## src/design/pfa_pkg.sv

```systemverilog
// ----------------------------------------------------------------------------
// pfa_pkg: shared types and constants of the page frame allocator
// page geometry, field widths, operation and result codes, control structs
// ----------------------------------------------------------------------------
package pfa_pkg;

  // page geometry
  localparam int MAX_PAGES = 512;
  localparam int COUNT_W   = 8;
  localparam int PAGE_W    = $clog2(MAX_PAGES);
  localparam int FREE_W    = $clog2(MAX_PAGES + 1);

  // free bitmap is kept in words of WORD_W pages with one summary bit each
  localparam int WORD_W    = 32;
  localparam int BIT_W     = $clog2(WORD_W);
  localparam int WORDS     = MAX_PAGES / WORD_W;
  localparam int WIDX_W    = PAGE_W - BIT_W;

  // field and register widths
  localparam int MODE_W    = 2;
  localparam int STATUS_W  = 3;
  localparam int CFG_W     = 10;
  localparam int CFG_IDX_W = 1;
  localparam int LIM_W     = (CFG_W > FREE_W) ? CFG_W : FREE_W;

  // configuration register indexes
  localparam logic [CFG_IDX_W-1:0] CFG_FIRST_FREE = 1'b0;
  localparam logic [CFG_IDX_W-1:0] CFG_TOTAL      = 1'b1;

  localparam logic [CFG_W-1:0] TOTAL_RESET = CFG_W'(512);

  typedef enum logic [MODE_W-1:0] {
    MODE_INIT    = 2'd0,
    MODE_ALLOC   = 2'd1,
    MODE_RELEASE = 2'd2,
    MODE_ADDREF  = 2'd3
  } mode_t;

  typedef enum logic [STATUS_W-1:0] {
    STAT_OK        = 3'd0,
    STAT_NO_FREE   = 3'd1,
    STAT_UNDERFLOW = 3'd2,
    STAT_SATURATED = 3'd3,
    STAT_RANGE     = 3'd4
  } stat_t;

  typedef enum logic [1:0] {
    S_CLEAR,
    S_IDLE,
    S_SWEEP,
    S_EXEC
  } fsm_t;

  // controller to datapath
  typedef struct packed {
    logic accept;       // capture the input word, launch memory reads
    logic sweep;        // walk one page of the sweep
    logic sweep_clear;  // sweep writes zero instead of the init pattern
    logic commit;       // finish the held operation, load the result
  } pfa_cmd_t;

  // datapath to controller
  typedef struct packed {
    logic sweep_last;   // sweep is on the last page
    logic out_free;     // result register can take a new word
  } pfa_sts_t;

endpackage

```

## src/design/pfa_ctrl.sv

```systemverilog
// ----------------------------------------------------------------------------
// pfa_ctrl: allocator controller
// sequences the clearing pass, input accept, init sweep and execute step
// ----------------------------------------------------------------------------
module pfa_ctrl (
  input  logic                          clk,
  input  logic                          rst_n,
  input  logic                          in_valid,
  input  logic [pfa_pkg::MODE_W-1:0]    in_mode,
  output logic                          in_stall,
  input  pfa_pkg::pfa_sts_t             sts,
  output pfa_pkg::pfa_cmd_t             cmd
);

  import pfa_pkg::*;

  fsm_t state_r;
  fsm_t state_nxt;

  always_ff @(posedge clk) begin
    if (!rst_n) begin
      state_r <= S_CLEAR;
    end else begin
      state_r <= state_nxt;
    end
  end

  always_comb begin
    state_nxt = state_r;
    unique case (state_r)
      S_CLEAR: begin
        if (sts.sweep_last) state_nxt = S_IDLE;
      end
      S_IDLE: begin
        if (in_valid) begin
          state_nxt = (mode_t'(in_mode) == MODE_INIT) ? S_SWEEP : S_EXEC;
        end
      end
      S_SWEEP: begin
        if (sts.sweep_last) state_nxt = S_EXEC;
      end
      S_EXEC: begin
        if (sts.out_free) state_nxt = S_IDLE;
      end
      default: state_nxt = S_IDLE;
    endcase
  end

  always_comb begin
    cmd      = '0;
    in_stall = 1'b1;
    unique case (state_r)
      S_CLEAR: begin
        cmd.sweep       = 1'b1;
        cmd.sweep_clear = 1'b1;
      end
      S_IDLE: begin
        in_stall   = 1'b0;
        cmd.accept = in_valid;
      end
      S_SWEEP: begin
        cmd.sweep = 1'b1;
      end
      S_EXEC: begin
        cmd.commit = sts.out_free;
      end
      default: ;
    endcase
  end

endmodule

```

## config.mk

```make
export PLATFORM = sky130hd
export DESIGN_NAME = pfa_ctrl
export DESIGN_NICKNAME = d
export VERILOG_FILES = /design/src/design/pfa_pkg.sv /design/src/design/pfa_ctrl.sv
export SDC_FILE = /design/constraint.sdc
export NUM_CORES = 1
export LEC_CHECK = 0
export BUFFER_PORTS_ARGS = -buffer_cell sky130_fd_sc_hd__buf_2
export CORE_AREA = 8 8 45 47
export CTS_CLUSTER_SIZE = 10
export DETAILED_ROUTE_END_ITERATION = 10
export DIE_AREA = 0 0 53 55
export GPL_TIMING_DRIVEN = 1
export PLACE_DENSITY = 0.38
export SLEW_MARGIN = 20
export SYNTH_ARGS = -nofsm -noshare
export SYNTH_HDL_FRONTEND = slang
export SYNTH_SLANG_ARGS = --single-unit
```

## constraint.sdc

```tcl
create_clock -name clk -period 1.2 [get_ports clk]
set_input_delay 0 -clock clk [delete_from_list [all_inputs] [get_ports clk]]
set_output_delay 0 -clock clk [all_outputs]
set_load 0.02 [all_outputs]
```

# Word-level counts from Yosys, hierarchy flattened

Index checks and enable logic that the tools add are counted.

Equality and inequality tests: 7
Mux-type cells: 11
Reductions and logical operators: 4

Operator list:

| cell               | count |
|---|---|
| $mux 2             | 4 |
| $ne 2x2->1 const B | 4 |
| $pmux 2 s4         | 1 |
| $mux 1             | 6 |
| $eq 2x2->1 const B | 2 |
| $logic_not 2->1    | 2 |
| $reduce_and 4->1   | 1 |
| $eq 2x1->1 const B | 1 |
| $reduce_or 2->1    | 1 |

Logic and storage cells: 23
Input port bits: 7
Output and inout port bits: 5
Flip-flop bits (word level): 2

# Logic depth before layout (Yosys ltp)

Gate-level depths: netlist of the first run.

Depth in word-level cells: 4
Mapped depth: 5
Depth with buffers taken out: 5

# Least setup slack after synthesis of the first run

Ideal clock, no wire load.

Kind: flip-flop to flip-flop
From: register state_r[0]
To: register state_r[1]
Slack: -0.157 ns
Buffers on the path: 0
Cell stages (with the launch flop): 6
Period minus slack after synthesis: 1.357 ns
Arrival time: 1.235 ns
Setup time: 0.122 ns
Path through: dfxtp_1 > inv_1 > ha_1 > o21ba_1 > o31ai_1 > a21oi_1

Cells in the longest elaborated chain, start to end: 3
Elaborated cells on any way between the ends: 10

RTL lines:

| element                                  | line           | text |
|---|---|---|
| start: declaration                       | pfa_ctrl.sv:17 | `fsm_t state_r;` |
| start signal: assignment                 | pfa_ctrl.sv:24 | `state_r <= state_nxt;` |
| $eq 2x2->1, or another cell as far along | pfa_ctrl.sv:30 | `unique case (state_r)` |
| $ne 2x2->1 (no source line)              | -              |  |
| $reduce_and 4->1 (no source line)        | -              |  |

Parallel ways exist; a longest one is shown, timed or not.
A chain may end at the register's enable or synchronous reset.

==> qor.txt, run 1 <==
Post-DP Area: 330.3 sq um
Hold Crit Class: in2reg
post-route setup slack: -34.35 ps
worst vdd ir: 0.8724 mV
syn nets: 38
# DRC: 0
status: finished, violations left
XOR/XNOR Fraction of Synth Area: 0
final hold slack: 16.32 ps
non-filler cells, final: 61
pin count of the biggest net entering global routing: 5
Worst-Skew Late Latency: 220 ps
Netlist Area Pre-Place: 222.7 sq um
fin crit period: 1234 ps
Pre-antenna DRT Iters: 2
Boundary Pins: 12
library cells used by synthesis: 17
kind of critical path: reg2out
min-delay src: rst_n
Top Registers: state_r x2
WL/cell: 10.00 microns
data required time at the worst endpoint: 1200 ps
wire length of the first global-routing pass: 1.062 mm
CTS H-tree depth: 1
fin util: 0.3065
Mean Syn Cell Area: 8.249 sq um
FF-to-FF setup slack: -10 ps
endpoint type of the worst setup path: output pin
vias in the first global route: 274
Fillers: 152
final hold violations: 0
Max FO, Critical Path: 3
CTS tree: built
Hold EP: state_r[1]
worst slew pin tran: 212.4 ps
period utilization: 1.029
most frequent cells in the layout: 9 x buf_2, 5 x buf_6, 3 x clkbuf_4
largest family of logic cells by synthesized area: simple AND/OR/NAND/NOR gates
R2R depth: 5
prevailing post-synth register cell: dfxtp_1
clock buffer depth: 2
adder and majority gate portion of the synthesized area: 0.2247
Mapped Cells: 27
reg2reg end: state_r[1]
relative slew slack: 0.8574
multiplexer share of the synthesized area: 0
total grt overflow: 0
nets@finish: 58
worst endpoint data arrival time: 1230 ps
commonest non-fill, non-tap cell in the layout: buf_2
vias per cell: 4.049
fraction of the mapped netlist area in compound gates: 0.2416
initial antenna violation count: 0
Sink Count: 2
CP max-delay cell: dfxtp_4
Seq/Total Area, Yosys: 0.1798
Power Density: 2712 nW/um^2
initial core utilization: 0.1609
IO buf count: 11
GP Congestion: 0.7724
Fmax: 810.1 MHz
final setup fails: 2
Critical Path Most Common Cell: buf_6
Cells after DPL: 56
async set-or-reset flop fraction in the synthesized netlist: 0
die height: 55 microns
clock transition at the registers of the reported paths: 30 ps
FP Rows: 14
crit start category: register
hold path depth: 3
antenna cells: 0
Pleak: 0.1962 nW
DRT iter0 DRCs: 4
Pwr Total: 1.150 mW
Largest register FFs: 2
Buf/Inv on CP: 3
largest delay contributor family on the critical path: flip-flops
EDFF count, synth: 0
Slowest Stage Delay on Critical Path: 350 ps
Core Region: 1384 sq um
post-route setup TNS: -42.21 ps
RSZ-0062 raised after global routing: true
simple-gate share of the synthesized area: 0.2865
max cap viols: 0
failing checks: negative setup slack
final WL: 610 microns
P&R area growth vs syn: 90.45%
worst flop-to-flop path startpoint: state_r[1]
layout cells sized above 1: 0.6667
Finished Cell Area: 424.2 sq um
Root Driver: clkbuf_4
yosys warns: 0
via count: 247
Antenna Nets Post-Route: 0
GRT Util Overall: 0.04746
full die area: 2915 sq um
final setup skew: 0.6874 ps
Max Slew Vio Count: 0
DP HPWL: 474.8 microns
die width: 53 microns
Biggest register: state_r
critical path cell sequence: inv_4 -> ha_4 -> buf_6 -> or2_4 -> buf_6
CTS buffer count: 3
count of state elements after synthesis: 2
Place WS: -70.96 ps
==> power by group <==
part	total [mW]	internal, mW	leakage [nW]	switching [mW]
Clock	0.143	0.110	0.0138	0.0327
Sequential	0.148	0.113	0.0175	0.0354
Combinational	0.860	0.468	0.165	0.391
Total	1.15	0.691	0.196	0.460
==> synthesized netlist by cell type, types with 2 or more instances <==
cell type | n | share of area
ha_1 | 4 | 0.22
inv_1 | 4 | 0.067
and2_1 | 2 | 0.056
dfxtp_1 | 2 | 0.18
nand2b_1 | 2 | 0.056
and2b_1 | 2 | 0.067
==> kinds of logic (layout without fill, tap and decap cells) <==
group / Yosys count / in the layout
flops: 2 / 2
buf+inv: 4 / 22
compound gates: 7 / 7
fa+ha+maj: 4 / 4
simple gates: 10 / 10
==> per-layer routing <==
layer	routed length, microns	share of wire	GRT usage	vias up
li1	-	-	-	130
met4	0	0	0.01293	0
met2	291	0.48	0.08203	9
met5	0	0	0	-
met3	33	0.054	0.01872	0
met1	285	0.47	0.05295	108
==> tightest hold or removal path, delay by kind of cell <==
| kind | cells | cell delay (ps) |
|---|---|---|
| buffers and inverters | 2 | 150 |
| AO/OA/AOI/OAI | 1 | 40 |
==> worst max-delay path by stage <==
stage                     from    endpoint  slack (ps)  depth (start not counted)
floorplan           state_r[0]  state_r[1]          10                          5
CTS                 state_r[1]      cmd[2]         -50                          5
finish              state_r[1]      cmd[2]         -30                          5
global route        state_r[1]      cmd[2]         -80                          5
global placement    state_r[0]  state_r[1]         -70                          5
detailed placement  state_r[0]  state_r[1]         -70                          5
==> final cells by class <==
class / count / area (sq um) / share of cell area
Timing Repair Buffer: 15 / 108.9 / 0.2566
Multi-Input combinational cell: 21 / 210.2 / 0.4956
Sequential cell: 2 / 45.04 / 0.1062
Tap cell: 16 / 20.02 / 0.04720
Inverter: 4 / 17.52 / 0.04130
Clock buffer: 3 / 22.52 / 0.05310
==> repair_timing <==
action                                  in CTS  in global routing
endpoints found under the setup margin       4                  4
resized for setup                           16                  0
cloned                                       0                  0
hold buffers                                 0                  0
pin swaps                                    5                  2
buffers inserted                             2                  0
Note: power is estimated with default switching activity, not from simulation.
==> run 2, diff against run 1 <==
--- a/config.mk
+++ b/config.mk
@@ -5,6 +5,7 @@
 export SDC_FILE = /design/constraint.sdc
 export NUM_CORES = 1
 export LEC_CHECK = 0
+export ABC_AREA = 1
 export BUFFER_PORTS_ARGS = -buffer_cell sky130_fd_sc_hd__buf_2
 export CORE_AREA = 8 8 45 47
 export CTS_CLUSTER_SIZE = 10
==> run 2 against run 1 <==
  * The flow now finishes without violations
  * First-iteration DRC count down 100%
  * Hold slack better by 170 ps
  * Sequential cell count unchanged
  * Global-route usage shrank 0.60 points
  * Critical path depth shrank 1
  * Non-clock buffer count shrank 1
  * Sequential power increased by 3%
  * Register-to-register slack improved by 60 ps
  * Total power fell by 8.0%
  * Via count fell by 8.9%
  * Final cell count up 6.6%
  * Design area down 5.9%
  * Critical path type unchanged
  * Largest cell class unchanged
==> qor.txt, run 2 <==
status: finished clean (was finished, violations left)
layout cells sized above 1: 0.6327 (was 0.6667)
period utilization: 0.9761 (was 1.029)
Pleak: 0.2104 nW (was 0.1962 nW)
Core Region: 1384 sq um (unchanged)
wire length of the first global-routing pass: 800 microns (was 1.062 mm)
Pre-antenna DRT Iters: 1 (was 2)
worst endpoint data arrival time: 1170 ps (was 1230 ps)
initial core utilization: 0.1618 (was 0.1609)
Netlist Area Pre-Place: 224.0 sq um (was 222.7 sq um)
DP HPWL: 430.1 microns (was 474.8 microns)
yosys warns: 0 (unchanged)
critical path cell sequence: buf_6 -> ha_4 -> or2_4 -> buf_6 (was inv_4 -> ha_4 -> buf_6 -> or2_4 -> buf_6)
antenna cells: 0 (unchanged)
clock buffer depth: 2 (unchanged)
syn nets: 43 (was 38)
async set-or-reset flop fraction in the synthesized netlist: 0 (unchanged)
# DRC: 0 (unchanged)
Critical Path Most Common Cell: buf_6 (unchanged)
Max FO, Critical Path: 3 (unchanged)
vias in the first global route: 213 (was 274)
final setup skew: 0.3259 ps (was 0.6874 ps)
endpoint type of the worst setup path: output pin (unchanged)
count of state elements after synthesis: 2 (unchanged)
Max Slew Vio Count: 0 (unchanged)
DRT iter0 DRCs: 0 (was 4)
FP Rows: 14 (unchanged)
library cells used by synthesis: 12 (was 17)
IO buf count: 11 (unchanged)
die width: 53 microns (unchanged)
prevailing post-synth register cell: dfxtp_1 (unchanged)
final WL: 542 microns (was 610 microns)
GRT Util Overall: 0.04146 (was 0.04746)
Top Registers: state_r x2 (unchanged)
Sink Count: 2 (unchanged)
Largest register FFs: 2 (unchanged)
CTS buffer count: 3 (unchanged)
Synth area leader: ha_1 (unchanged)
Mean Syn Cell Area: 6.999 sq um (was 8.249 sq um)
relative slew slack: 0.9057 (was 0.8574)
WL/cell: 8.338 microns (was 10.00 microns)
CTS tree: built (unchanged)
largest cells by area after synthesis: ha_1 22%, dfxtp_1 18%, inv_1 13% (was ha_1 22%, dfxtp_1 18%, and2b_1 6.7%)
Mapped Cells: 32 (was 27)
full die area: 2915 sq um (unchanged)
post-route setup TNS: 0 ps (was -42.21 ps)
max cap viols: 0 (unchanged)
CP max-delay cell: dfxtp_2 (was dfxtp_4)
worst vdd ir: 0.9012 mV (was 0.8724 mV)
total grt overflow: 0 (unchanged)
CTS H-tree depth: 1 (unchanged)
pin count of the biggest net entering global routing: 4 (was 5)
clock transition at the registers of the reported paths: 30 ps (about the same)
Power Density: 2651 nW/um^2 (was 2712 nW/um^2)
Biggest register: state_r (unchanged)
Seq/Total Area, Yosys: 0.1788 (was 0.1798)
final setup fails: 0 (was 2)
Hold Crit Class: in2reg (unchanged)
data required time at the worst endpoint: 1200 ps (about the same)
P&R area growth vs syn: 78.21% (was 90.45%)
crit start category: register (unchanged)
most frequent cells after synthesis: 8 x inv_1, 8 x nand2_1, 4 x ha_1, 3 x nor2_1, 2 x dfxtp_1 (was 4 x ha_1, 4 x inv_1)
Slowest Stage Delay on Critical Path: 330 ps (was 350 ps)
vias per cell: 3.462 (was 4.049)
worst slew pin tran: 141.1 ps (was 212.4 ps)
Boundary Pins: 12 (unchanged)
final hold violations: 0 (unchanged)
Place WS: -15.26 ps (was -70.96 ps)
GP Congestion: 0.6994 (was 0.7724)
nets@finish: 62 (was 58)
fin crit period: 1171 ps (was 1234 ps)
EDFF count, synth: 0 (unchanged)
commonest non-fill, non-tap cell in the layout: buf_2 (unchanged)
post-route setup slack: 28.62 ps (was -34.35 ps)
Root Driver: clkbuf_4 (unchanged)
kind of critical path: reg2out (unchanged)
Fmax: 853.7 MHz (was 810.1 MHz)
initial antenna violation count: 0 (unchanged)
via count: 225 (was 247)
RSZ-0062 raised after global routing: true (unchanged)
Synth top area share: 0.2235 (was 0.2247)
die height: 55 microns (unchanged)
most frequent cells in the layout: 10 x buf_2, 7 x nand2_1, 6 x inv_1, 3 x nor2_1, 3 x clkbuf_4 (was 9 x buf_2, 5 x buf_6, 3 x clkbuf_4)
Worst-Skew Late Latency: 220 ps (about the same)
Antenna Nets Post-Route: 0 (unchanged)
## run 2: cell count changes after synthesis, sizes merged, moves of 2 or more
cell | previous run | this run
and2b | 2 | 0
nand2 | 0 | 9
nand2b | 2 | 0
nor2 | 0 | 3
and2 | 2 | 0
inv | 4 | 8
## run 2: area by class of cell
class                   instances  area, sq um
clock buffers                   3        22.52
inverters                       9        37.54
multi-input cells              21        183.9
repair buffers                 14        90.09
fillers                       155        984.7
flip-flops and latches          2        45.04
well taps                      16        20.02
## run 2: final timing paths
check / endpoint / slack, ps / from / cells after the start
setup reg to reg: state_r[0] / 50 / state_r[1] / 8
hold / removal: state_r[1] / 190 / sts[1] / 5
setup / recovery: cmd[2] / 30 / state_r[1] / 4
hold reg to reg: state_r[0] / 590 / state_r[0] / 4
## run 2: routing by layer
metal,wire [microns],part of all wire,vias up,track usage
met2,216,0.40,10,0.05469
li1,-,-,127,-
met3,91,0.17,0,0.02139
met4,0,0,0,0.06466
met1,234,0.43,88,0.03782
met5,0,0,-,0
## run 2: logic make-up (layout without fill, tap and decap cells)
kind of cell	after synthesis	after routing	synth area share
buffers and inverters	9	26	0.1564
adder cells (fa/ha/maj)	4	4	0.2235
AO/OA/AOI/OAI	3	3	0.1565
flip-flops	2	2	0.1788
AND/OR/NAND/NOR	14	14	0.2850
## run 2: what timing repair did
action,CTS,global route
pin swaps,2,3
setup endpoints to repair,2,4
hold endpoints to repair,2,0
buffers inserted,2,0
hold buffers,1,0
resized for setup,9,7
## run 2: metrics by stage
stage | instance area, sq um | utilization | hold WS [ps] | power [mW] | std cells
2_1_floorplan | 226.5 | - | 120.4 | 0.5651 | 32
3_3_place_gp | 301.5 | 0.2179 | 244.8 | 0.7066 | 59
3_5_place_dp | 301.5 | 0.2179 | 246.0 | 0.7038 | 59
4_1_cts | 382.9 | 0.2767 | 175.8 | 1.048 | 65
5_1_grt | 399.1 | 0.2884 | 204.7 | 1.151 | 65
6_report | 399.1 | 0.2884 | 186.9 | 1.058 | 65
## run 2: worst max-delay path, delay by kind of cell, from the launching register on
kind          cells  cell delay (ps)
buf+inv           2              240
flops             1              330
fa+ha+maj         1              160
simple gates      1              220
## run 2: report_power, final
part | internal (mW) | switching (mW)
clock network | 0.110 | 0.0386
registers | 0.112 | 0.0395
logic | 0.372 | 0.385
==> run 3, diff against run 2 <==
--- a/config.mk
+++ b/config.mk
@@ -12,7 +12,7 @@
 export DETAILED_ROUTE_END_ITERATION = 10
 export DIE_AREA = 0 0 53 55
 export GPL_TIMING_DRIVEN = 1
-export PLACE_DENSITY = 0.38
+export PLACE_DENSITY = 0.37
 export SLEW_MARGIN = 20
 export SYNTH_ARGS = -nofsm -noshare
 export SYNTH_HDL_FRONTEND = slang
==> constraint.sdc (replaced) <==
create_clock -name clk -period 1.3 [get_ports clk]
set_input_delay 0 -clock clk [delete_from_list [all_inputs] [get_ports clk]]
set_output_delay 0 -clock clk [all_outputs]
set_load 0.02 [all_outputs]
==> run 3 against run 2 <==
  * Sequential share of layout area rose by 0.64 points
  * Combinational power fell by 14%
  * Via count rose by 0.44%
  * Total power is 11% lower
  * Hold slack worse by 20 ps
  * Critical path depth is the same
  * Worst setup slack improved by 25 ps
  * Largest power group unchanged
  * Highest routed layer is now met4
==> qor.txt, run 3 (synthesized netlist as in run 2, its figures left out) <==
status: finished clean (unchanged)
wire length of the first global-routing pass: 883 microns (was 800 microns)
Pre-antenna DRT Iters: 2 (was 1)
fin util: 0.2731 (was 0.2884)
Max FO, Critical Path: 3 (unchanged)
DP HPWL: 418.2 microns (was 430.1 microns)
GP Congestion: 0.6834 (was 0.6994)
Top Registers: state_r x2 (unchanged)
endpoint type of the worst setup path: output pin (unchanged)
FP Rows: 14 (unchanged)
via count: 226 (was 225)
Root Driver: clkbuf_4 (unchanged)
DRT iter0 DRCs: 4 (was 0)
vias per cell: 3.531 (was 3.462)
worst endpoint data arrival time: 1250 ps (was 1170 ps)
Worst-Skew Late Latency: 240 ps (was 220 ps)
worst vdd ir: 0.5954 mV (was 0.9012 mV)
die height: 55 microns (unchanged)
max cap viols: 0 (unchanged)
Sink Count: 2 (unchanged)
final hold violations: 0 (unchanged)
fin crit period: 1246 ps
Fmax: 802.5 MHz
Pleak: 0.2074 nW (was 0.2104 nW)
# DRC: 0 (unchanged)
vias in the first global route: 233 (was 213)
total grt overflow: 0 (unchanged)
post-route setup slack: 53.93 ps (was 28.62 ps)
data required time at the worst endpoint: 1300 ps (was 1200 ps)
Max Slew Vio Count: 0 (unchanged)
non-filler cells, final: 64 (was 65)
die width: 53 microns (unchanged)
P&R area growth vs syn: 68.71% (was 78.21%)
Hold Crit Class: in2reg (unchanged)
commonest non-fill, non-tap cell in the layout: buf_2 (unchanged)
kind of critical path: reg2out (unchanged)
full die area: 2915 sq um (unchanged)
Power Density: 2483 nW/um^2 (was 2651 nW/um^2)
Cells after DPL: 59 (unchanged)
initial core utilization: 0.1618 (unchanged)
layout cells sized above 1: 0.5625 (was 0.6327)
pin count of the biggest net entering global routing: 4 (unchanged)
clock transition at the registers of the reported paths: 30 ps (about the same)
crit start category: register (unchanged)
Core Region: 1384 sq um (unchanged)
antenna cells: 0 (unchanged)
CTS buffer count: 3 (unchanged)
WL/cell: 9.125 microns (was 8.338 microns)
IO buf count: 11 (unchanged)
period utilization: 0.9585
initial antenna violation count: 0 (unchanged)
Largest register FFs: 2 (unchanged)
CTS tree: built (unchanged)
final hold slack: 166.6 ps (was 186.9 ps)
Biggest register: state_r (unchanged)
Place WS: 94.14 ps (was -15.26 ps)
GRT Util Overall: 0.04531 (was 0.04146)
nets@finish: 61 (was 62)
CTS H-tree depth: 1 (unchanged)
final setup fails: 0 (unchanged)
post-route setup TNS: 0 ps (unchanged)
worst slew pin tran: 148.4 ps (was 141.1 ps)
Boundary Pins: 12 (unchanged)
clock buffer depth: 2 (unchanged)
final setup skew: 5.369 ps (was 0.3259 ps)
final WL: 584 microns (was 542 microns)
relative slew slack: 0.9009 (was 0.9057)
RSZ-0062 raised after global routing: false (was true)
Antenna Nets Post-Route: 0 (unchanged)
most frequent cells in the layout: 10 x buf_2, 8 x nand2_1, 6 x inv_1, 3 x nor2_1, 3 x clkbuf_4 (was 10 x buf_2, 7 x nand2_1, 6 x inv_1, 3 x nor2_1, 3 x clkbuf_4)
[run 3: cell count changes in the layout (fill, tap and decap cells not counted)]
cell     delta
nand2_2     -1
nand2_1     +1
ha_1        +2
or2_2       +1
or2_4       -1
buf_6       -1
ha_2        -2
[run 3: final cells by class]
cell class / instances / area [sq um]
multi-input cells: 21 / 173.9
clock buffers: 3 / 22.52
well taps: 16 / 20.02
flip-flops and latches: 2 / 45.04
inverters: 9 / 37.54
fillers: 155 / 1006
repair buffers: 13 / 78.83
[run 3: path summary, 6_finish.rpt]
path / startpoint / endpoint / slack (ps) / depth (start not counted)
min reg2reg: state_r[0] / state_r[0] / 590 / 4
min: sts[1] / state_r[1] / 170 / 5
max: state_r[1] / cmd[2] / 50 / 4
max reg2reg: state_r[1] / state_r[0] / 110 / 8
[run 3: worst max-delay path, stage by stage, from the launching register on]
cell and delay, ps:
dfxtp_4 360, inv_2 60, ha_4 170, or2_2 300
buf_6 130
[run 3: layer usage]
metal / vias to the layer above / routed length [microns] / global-route usage
met3: 2 / 103 / 0.04545
met1: 86 / 253 / 0.04242
met5: - / 0 / 0
met2: 13 / 212 / 0.05664
met4: 0 / 15 / 0.03879
li1: 125 / - / -
[run 3: report_power, final]
| group | internal (mW) | total [mW] | leakage (nW) | switching [mW] |
|---|---|---|---|---|
| Combinational | 0.300 | 0.648 | 0.176 | 0.348 |
| Clock | 0.103 | 0.147 | 0.0138 | 0.0447 |
| Sequential | 0.104 | 0.143 | 0.0175 | 0.0393 |
| Total | 0.506 | 0.938 | 0.207 | 0.432 |
[run 3: through the flow]
step                power, mW  area [sq um]
CTS                    0.8453         349.1
floorplan              0.5105         224.0
global route            1.027         377.9
global placement       0.6422         299.0
finish                 0.9382         377.9
detailed placement     0.6363         299.0
[run 3: repair_timing]
item,in CTS,in global routing
pin swaps,1,0
hold buffers,1,0
resized for setup,5,7
setup buffers,1,0
setup endpoints to repair,1,1
endpoints found under the hold margin,2,0
